### src/design/tffd_pkg.sv
// Shared types, item codes and frame byte tables for the three-type frame deframer.
`timescale 1ns / 1ps
`default_nettype none

package tffd_pkg;

  localparam int PAYLOAD_MAX_DEFAULT = 13;

  localparam logic [3:0] SHORT_LEN = 4'd6;

  localparam logic [1:0] KIND_STATUS  = 2'd0;
  localparam logic [1:0] KIND_TYPE    = 2'd1;
  localparam logic [1:0] KIND_PAYLOAD = 2'd2;

  localparam logic [1:0] TYPE_NONE  = 2'd0;
  localparam logic [1:0] TYPE_ONE   = 2'd1;
  localparam logic [1:0] TYPE_TWO   = 2'd2;
  localparam logic [1:0] TYPE_THREE = 2'd3;

  localparam logic [7:0] HDR1_B0 = 8'hAB;
  localparam logic [7:0] HDR1_B1 = 8'hBA;
  localparam logic [7:0] HDR2_B0 = 8'hCD;
  localparam logic [7:0] HDR2_B1 = 8'hDC;
  localparam logic [7:0] HDR3_B0 = 8'hEF;
  localparam logic [7:0] HDR3_B1 = 8'hFE;
  localparam logic [7:0] TRL1_B0 = 8'h55;
  localparam logic [7:0] TRL1_B1 = 8'h56;
  localparam logic [7:0] TRL2_B0 = 8'h57;
  localparam logic [7:0] TRL2_B1 = 8'h58;
  localparam logic [7:0] TRL3_B0 = 8'h53;
  localparam logic [7:0] TRL3_B1 = 8'h54;

  typedef enum logic [1:0] {
    PH_HEADER  = 2'd0,
    PH_PAYLOAD = 2'd1,
    PH_TRAILER = 2'd2
  } phase_t;

  typedef struct packed {
    logic        is_frame;
    logic [1:0]  ftype;
    logic [15:0] retry;
  } cmd_t;

  // Returns the frame type whose header byte at the given position matches, or none.
  function automatic logic [1:0] header_type(input logic [7:0] b, input logic sel);
    logic [1:0] t;
    t = TYPE_NONE;
    if (!sel) begin
      if (b == HDR1_B0) t = TYPE_ONE;
      else if (b == HDR2_B0) t = TYPE_TWO;
      else if (b == HDR3_B0) t = TYPE_THREE;
    end else begin
      if (b == HDR1_B1) t = TYPE_ONE;
      else if (b == HDR2_B1) t = TYPE_TWO;
      else if (b == HDR3_B1) t = TYPE_THREE;
    end
    return t;
  endfunction

  // Expected trailer byte; an unknown type uses the first table row.
  function automatic logic [7:0] trailer_byte(input logic [1:0] ftype, input logic sel);
    logic [7:0] b;
    case (ftype)
      TYPE_TWO:   b = sel ? TRL2_B1 : TRL2_B0;
      TYPE_THREE: b = sel ? TRL3_B1 : TRL3_B0;
      default:    b = sel ? TRL1_B1 : TRL1_B0;
    endcase
    return b;
  endfunction

endpackage

`default_nettype wire

### src/design/tffd_front.sv
// Front end: accepts received bytes, tracks frame sync and stores payload bytes.
`timescale 1ns / 1ps
`default_nettype none

module tffd_front #(
  parameter int PAYLOAD_MAX = tffd_pkg::PAYLOAD_MAX_DEFAULT
) (
  input  wire logic                       clk,
  input  wire logic                       rst,
  input  wire logic                       rx_valid,
  output logic                            rx_stall,
  input  wire logic [7:0]                 rx_byte,
  input  wire logic                       q_full,
  output logic                            push,
  output tffd_pkg::cmd_t                  cmd,
  output logic [8*PAYLOAD_MAX-1:0]        payload
);

  localparam logic [3:0] LEN_LONG = 4'(PAYLOAD_MAX);

  tffd_pkg::phase_t phase, phase_next;
  logic [3:0]  position, position_next;
  logic [1:0]  frame_type, frame_type_next;
  logic [15:0] error_count, error_count_next;
  logic [7:0]  store [PAYLOAD_MAX];
  logic        frame_done;
  logic [3:0]  pos_inc;
  logic [3:0]  len;
  logic [1:0]  hit_type;

  assign rx_stall = q_full;
  assign push     = rx_valid && !q_full;
  assign len      = (frame_type == tffd_pkg::TYPE_TWO) ? LEN_LONG : tffd_pkg::SHORT_LEN;
  assign pos_inc  = position + 4'd1;
  assign hit_type = tffd_pkg::header_type(rx_byte, position[0]);

  always_comb begin
    phase_next       = phase;
    position_next    = position;
    frame_type_next  = frame_type;
    error_count_next = error_count;
    frame_done       = 1'b0;
    case (phase)
      tffd_pkg::PH_PAYLOAD: begin
        position_next = pos_inc;
        if (pos_inc >= len) begin
          phase_next    = tffd_pkg::PH_TRAILER;
          position_next = 4'd0;
        end
      end
      tffd_pkg::PH_TRAILER: begin
        if (rx_byte != tffd_pkg::trailer_byte(frame_type, position[0])) begin
          phase_next       = tffd_pkg::PH_HEADER;
          position_next    = 4'd0;
          frame_type_next  = tffd_pkg::TYPE_NONE;
          error_count_next = error_count + 16'd1;
        end else if (position == 4'd0) begin
          position_next = 4'd1;
        end else begin
          phase_next       = tffd_pkg::PH_HEADER;
          position_next    = 4'd0;
          error_count_next = 16'd0;
          frame_done       = 1'b1;
        end
      end
      default: begin
        phase_next = tffd_pkg::PH_HEADER;
        if (hit_type == tffd_pkg::TYPE_NONE) begin
          position_next    = 4'd0;
          error_count_next = error_count + 16'd1;
        end else if (!position[0]) begin
          position_next = 4'd1;
        end else begin
          frame_type_next = hit_type;
          phase_next      = tffd_pkg::PH_PAYLOAD;
          position_next   = 4'd0;
        end
      end
    endcase
  end

  always_ff @(posedge clk) begin
    if (rst) begin
      phase       <= tffd_pkg::PH_HEADER;
      position    <= 4'd0;
      frame_type  <= tffd_pkg::TYPE_NONE;
      error_count <= 16'd0;
    end else if (push) begin
      phase       <= phase_next;
      position    <= position_next;
      frame_type  <= frame_type_next;
      error_count <= error_count_next;
    end
  end

  always_ff @(posedge clk) begin
    if (push && phase == tffd_pkg::PH_PAYLOAD) begin
      for (int i = 0; i < PAYLOAD_MAX; i++) begin
        if (position == 4'(i)) store[i] <= rx_byte;
      end
    end
  end

  always_comb begin
    cmd.is_frame = frame_done;
    cmd.ftype    = frame_type;
    cmd.retry    = error_count_next;
    for (int i = 0; i < PAYLOAD_MAX; i++) begin
      payload[8*i +: 8] = store[i];
    end
  end

endmodule

`default_nettype wire

### src/design/tffd_queue.sv
// Two-entry queue that carries commands from the front end to the back end.
`timescale 1ns / 1ps
`default_nettype none

module tffd_queue #(
  parameter int WIDTH = 32
) (
  input  wire logic             clk,
  input  wire logic             rst,
  input  wire logic             push,
  input  wire logic [WIDTH-1:0] wr_data,
  output logic                  full,
  output logic                  not_empty,
  input  wire logic             pop,
  output logic [WIDTH-1:0]      rd_data
);

  logic [WIDTH-1:0] entry [2];
  logic             wr_ptr;
  logic             rd_ptr;
  logic [1:0]       count;

  assign full      = (count == 2'd2);
  assign not_empty = (count != 2'd0);
  assign rd_data   = entry[rd_ptr];

  always_ff @(posedge clk) begin
    if (rst) begin
      wr_ptr <= 1'b0;
      rd_ptr <= 1'b0;
      count  <= 2'd0;
    end else begin
      if (push) wr_ptr <= !wr_ptr;
      if (pop) rd_ptr <= !rd_ptr;
      if (push && !pop) count <= count + 2'd1;
      else if (pop && !push) count <= count - 2'd1;
    end
  end

  always_ff @(posedge clk) begin
    if (push) entry[wr_ptr] <= wr_data;
  end

endmodule

`default_nettype wire

### src/design/tffd_back.sv
// Back end: turns queued commands into status, type and payload result items.
`timescale 1ns / 1ps
`default_nettype none

module tffd_back #(
  parameter int PAYLOAD_MAX = tffd_pkg::PAYLOAD_MAX_DEFAULT
) (
  input  wire logic                     clk,
  input  wire logic                     rst,
  input  wire logic                     q_valid,
  input  wire tffd_pkg::cmd_t           cmd,
  input  wire logic [8*PAYLOAD_MAX-1:0] payload,
  output logic                          pop,
  output logic                          res_valid,
  input  wire logic                     res_stall,
  output logic [1:0]                    item_kind,
  output logic [7:0]                    out_byte,
  output logic [15:0]                   retry_count,
  output logic                          last_of_run
);

  localparam logic [3:0] LEN_LONG = 4'(PAYLOAD_MAX);

  logic       busy;
  logic [3:0] remain;
  logic [7:0] shift [PAYLOAD_MAX];
  logic       advance;

  assign advance = !res_valid || !res_stall;
  assign pop     = advance && !busy && q_valid;

  always_ff @(posedge clk) begin
    if (rst) begin
      res_valid <= 1'b0;
      busy      <= 1'b0;
      remain    <= 4'd0;
    end else if (advance) begin
      if (busy) begin
        res_valid <= 1'b1;
        remain    <= remain - 4'd1;
        busy      <= (remain != 4'd1);
      end else if (q_valid) begin
        res_valid <= 1'b1;
        if (cmd.is_frame) begin
          busy   <= 1'b1;
          remain <= (cmd.ftype == tffd_pkg::TYPE_TWO) ? LEN_LONG : tffd_pkg::SHORT_LEN;
        end
      end else begin
        res_valid <= 1'b0;
      end
    end
  end

  always_ff @(posedge clk) begin
    if (advance) begin
      if (busy) begin
        item_kind   <= tffd_pkg::KIND_PAYLOAD;
        out_byte    <= shift[0];
        last_of_run <= (remain == 4'd1);
        for (int i = 0; i < PAYLOAD_MAX - 1; i++) begin
          shift[i] <= shift[i+1];
        end
      end else if (q_valid) begin
        retry_count <= cmd.retry;
        if (cmd.is_frame) begin
          item_kind   <= tffd_pkg::KIND_TYPE;
          out_byte    <= {6'd0, cmd.ftype};
          last_of_run <= 1'b0;
          for (int i = 0; i < PAYLOAD_MAX; i++) begin
            shift[i] <= payload[8*i +: 8];
          end
        end else begin
          item_kind   <= tffd_pkg::KIND_STATUS;
          out_byte    <= 8'd0;
          last_of_run <= 1'b1;
        end
      end
    end
  end

endmodule

`default_nettype wire

### src/design/three_type_frame_deframer_top.sv
// Top level of the three-type frame deframer: front end, command queue and back end.
//
//   Channel  Direction  Handshake           Payload
//   rx       in         rx_valid/rx_stall   rx_byte
//   res      out        res_valid/res_stall item_kind, out_byte, retry_count, last_of_run
//
// The front end takes one byte per cycle while the two-entry queue has room.
// The back end emits one result per cycle while res_stall is low: a status item for
// a byte that ends no frame, or a type item and then 6 or PAYLOAD_MAX payload items.
// Reset is synchronous and clears sync state, error count and the queue.
// A stall on the result side fills the queue and then stalls the byte input.
`timescale 1ns / 1ps
`default_nettype none

module three_type_frame_deframer_top #(
  parameter int PAYLOAD_MAX = tffd_pkg::PAYLOAD_MAX_DEFAULT
) (
  input  wire logic        clk,
  input  wire logic        rst,
  input  wire logic        rx_valid,
  output logic             rx_stall,
  input  wire logic [7:0]  rx_byte,
  output logic             res_valid,
  input  wire logic        res_stall,
  output logic [1:0]       item_kind,
  output logic [7:0]       out_byte,
  output logic [15:0]      retry_count,
  output logic             last_of_run
);

  localparam int QW = $bits(tffd_pkg::cmd_t) + 8 * PAYLOAD_MAX;

  logic                     push;
  logic                     q_full;
  logic                     q_valid;
  logic                     pop;
  tffd_pkg::cmd_t           front_cmd;
  tffd_pkg::cmd_t           back_cmd;
  logic [8*PAYLOAD_MAX-1:0] front_payload;
  logic [8*PAYLOAD_MAX-1:0] back_payload;
  logic [QW-1:0]            q_rd;

  tffd_front #(.PAYLOAD_MAX(PAYLOAD_MAX)) u_front (
    .clk      (clk),
    .rst      (rst),
    .rx_valid (rx_valid),
    .rx_stall (rx_stall),
    .rx_byte  (rx_byte),
    .q_full   (q_full),
    .push     (push),
    .cmd      (front_cmd),
    .payload  (front_payload)
  );

  tffd_queue #(.WIDTH(QW)) u_queue (
    .clk       (clk),
    .rst       (rst),
    .push      (push),
    .wr_data   ({front_cmd, front_payload}),
    .full      (q_full),
    .not_empty (q_valid),
    .pop       (pop),
    .rd_data   (q_rd)
  );

  assign back_cmd     = q_rd[QW-1 -: $bits(tffd_pkg::cmd_t)];
  assign back_payload = q_rd[8*PAYLOAD_MAX-1:0];

  tffd_back #(.PAYLOAD_MAX(PAYLOAD_MAX)) u_back (
    .clk         (clk),
    .rst         (rst),
    .q_valid     (q_valid),
    .cmd         (back_cmd),
    .payload     (back_payload),
    .pop         (pop),
    .res_valid   (res_valid),
    .res_stall   (res_stall),
    .item_kind   (item_kind),
    .out_byte    (out_byte),
    .retry_count (retry_count),
    .last_of_run (last_of_run)
  );

endmodule

`default_nettype wire

### config.mk
export PLATFORM = sky130hd
export DESIGN_NAME = three_type_frame_deframer_top
export DESIGN_NICKNAME = d
export VERILOG_FILES = /design/src/design/tffd_pkg.sv /design/src/design/tffd_front.sv /design/src/design/tffd_queue.sv /design/src/design/tffd_back.sv /design/src/design/three_type_frame_deframer_top.sv
export SDC_FILE = /design/constraint.sdc
export NUM_CORES = 1
export LEC_CHECK = 0
export ABC_AREA = 1
export BUFFER_PORTS_ARGS = -buffer_cell sky130_fd_sc_hd__buf_2
export CAP_MARGIN = 20
export CORE_MARGIN = 2
export CORE_UTILIZATION = 45
export DETAILED_ROUTE_END_ITERATION = 10
export SETUP_SLACK_MARGIN = 0.02
export SYNTH_ARGS = -nofsm -noshare
export SYNTH_HDL_FRONTEND = slang
export SYNTH_SLANG_ARGS = --single-unit
export TNS_END_PERCENT = 50
### constraint.sdc
create_clock -name clk -period 6.31 [get_ports clk]
set_clock_uncertainty 0.05 [all_clocks]
set_input_delay 0.3155 -clock clk [delete_from_list [all_inputs] [get_ports clk]]
set_output_delay 0.3155 -clock clk [all_outputs]
set_load 0.05 [all_outputs]
==> impl_metrics.tcl <==
set metrics [dict create \
    ir_drop_uv 248 \
    maxSlewHeadroom_pct 27.6 \
    clk_latency_ns 0.59 \
    grt_pass1_wl_um 63000 \
    synthSimpleGateAreaFrac_pct 15.5 \
    clock_sinks 516 \
    syn_inst 1625 \
    yosys-mux-area-fraction_pct 0.0497 \
    power_frac_seq_pct 49.7 \
    grtUsageTotal_pct 17.3 \
    syn_area_per_cell_um2 12.4 \
    leakage_nw 8.22 \
    period_share_pct 65.4 \
    clock-root-buffer "clkbuf_16" \
    io_pins 41 \
    drt-wirelength-per-cell_um 17.3 \
    tightest_slew_ns 1.08 \
    drc 0 \
    syn_nets 1649 \
    path_clk_slew_ns 0.06 \
    hpwlAfterDp_um 21900 \
    critPathKind "register to register" \
    fin_nets 1686 \
    combPwrFrac_pct 22.8 \
    start_kind "register" \
    synth_xor_area_share_pct 0.479 \
    synth_cell_type_count 38 \
    critPathRequiredTime_ns 6.46 \
    fmax_mhz 242 \
    area_delta_synth_final_pct 11.6 \
    p_total_mw 10.2 \
    p_clk_share_pct 27.5 \
    synth_warnings 0 \
    vias_per_cell 5.15 \
    rows 77 \
    start_util_pct 45.5 \
    synth_area_leaders "edfxtp_1, nand2_1, dfxtp_1" \
    cts_tree "built" \
    drv_slew 0 \
    grt_antenna_before_repair 0 \
    max_cap_violations 0 \
    cp.arrival_ns 4.28 \
    die_w_um 215 \
    hold_viol 0 \
    drive_gt1_share_pct 8.99 \
    ant_nets 0 \
    synth_compound_area_share_pct 4.61 \
    status "finished, final reports clean" \
    overflow 0 \
    synth_top_family_by_area "simple AND/OR/NAND/NOR gates" \
    fin_util_pct 50.8 \
    numCtsBuffers 51 \
    synth_seq_area_share_pct 75.3 \
    cts_setup_buffers 0 \
    htreeDepth 2 \
    dieHeight_um 215 \
    synth_area_um2 20100 \
    portBuffers 40 \
    worstPathMaxFanout 72 \
    swShare_pct 32.4 \
    diodes 0 \
    hp-class "input port to register" \
    first_global_vias 11700 \
    worstSetupEndpointType "register" \
    powerDensity_nw_per_um2 454 \
    firstDrtPassIters 5 \
    synth_top_area_cell "edfxtp_1" \
    core_um2 44200 \
    gp_congestion 0.824 \
    cts_hold_repair.buffers 0 \
    setup_viol 0 \
    die_area_um2 46400 \
    layout_commonest_cell "nand2_1" \
    ys_seq_elements 516 \
    synthAdderAreaFrac_pct 0.746 \
    cts_resized 0 \
    intPower_mw 6.90 \
    clock_path_buffers 3 \
    finalWirelength_um 39800 \
    p_sw_mw 3.30 \
    fillCellCount 3749 \
    layout_common_cells "nand2_1, edfxtp_1, nor2_1" \
    grt_max_degree 107 \
    synth_top_area_share_pct 71.8 \
    min_period_ns 4.13 \
    vias 11800 \
    grt_setup_unrepaired "no" \
    drt_iter0_drc 968 \
]
[logic make-up (layout without fill, tap and decap cells)]
group / Yosys count / in the layout
flops: 516 / 516
xor+xnor: 11 / 11
fa+ha+maj: 12 / 12
buf+inv: 168 / 244
mux: 1 / 1
simple gates: 761 / 761
compound gates: 156 / 156
[metrics by stage]
stage	TNS [ns]	hold slack (ns)	area (um2)	worst slack, ns	cells
3_5_place_dp	0	0.379	20900	2.04	2201
6_report	0	0.139	22500	2.18	2293
3_3_place_gp	0	0.372	20900	2.09	2200
4_1_cts	0	0.0925	22500	2.02	2293
5_1_grt	0	0.142	22500	1.73	2293
2_1_floorplan	-25.92	0.364	20100	-0.211	1625
[Yosys cell counts]
cell type,count
a21oi_1,36
a221oi_1,2
a22o_1,1
a31oi_1,98
a32oi_1,1
and2_1,1
buf_1,1
buf_2,18
buf_4,2
buf_6,3
clkbuf_1,50
clkinv_1,2
dfxtp_1,35
edfxtp_1,481
ha_1,12
inv_1,82
inv_2,10
mux2i_1,1
nand2_1,486
nand2_2,3
nand2_4,1
nand3_1,87
nand3_4,1
nand3b_1,1
nand4_1,18
nor2_1,138
nor2_2,1
nor2_4,1
nor2_8,1
nor3_1,20
nor3_2,2
o2111ai_1,1
o211ai_1,1
o21ai_0,12
o21ai_1,3
o31ai_1,1
xnor2_1,1
xor2_1,10
[critical path, cell delays in order, from the launching register on]
cell	delay (ns)
dfxtp_4	0.62
inv_4	0.62
nand2_1	0.12
nand2_1	0.12
nand2_1	0.12
inv_4	0.53
nor2_1	0.25
inv_4	0.55
buf_4	0.72
[final cells by class]
class	count	area, um2	area share, %
tap	592	741	3.30
clock inverter	22	151	0.674
clock buffer	70	1390	6.18
multi-input combinational	941	4330	19.3
inverter	94	360	1.60
sequential	516	15100	67.5
timing repair buffer	58	339	1.51
[state kept, by name, summed over array words and instances (netlist names), 2 cells and up, named ones only]
name,cells
u_back.item_kind,2
u_back.out_byte,8
u_back.remain,4
u_back.retry_count,16
u_back.shift,104
u_front.error_count,16
u_front.frame_type,2
u_front.phase,2
u_front.position,4
u_front.store,104
u_queue.count,2
u_queue.entry,246
[metal layers]
| layer | track usage (%) | routed length [um] |
|---|---|---|
| met1 | 22.8 | 17600 |
| met2 | 29.2 | 19400 |
| met3 | 3.72 | 2130 |
| met4 | 4.74 | 645 |
| met5 | 0 | 0 |
[path summary, 6_finish.rpt]
path,slack [ns],endpoint,startpoint,cells after the start
setup / recovery,2.18,u_back.shift[1][19],register,8
hold / removal,0.14,u_back.res_valid,res_stall,5
setup reg to reg,2.18,u_back.shift[1][19],register,8
hold reg to reg,0.39,u_queue.entry[0][32],u_front.store[0][32],0
[power by group through the flow]
stage          Clock, mW  Sequential, mW  Combinational [mW]
6_report            2.81            5.06                2.33
5_1_grt             3.00            5.14                2.62
4_1_cts             2.88            5.08                2.36
3_5_place_dp           0            5.14                2.36
3_3_place_gp           0            5.14                2.30
2_1_floorplan          0            5.34                1.48
Power figures use the tool's default switching activity.
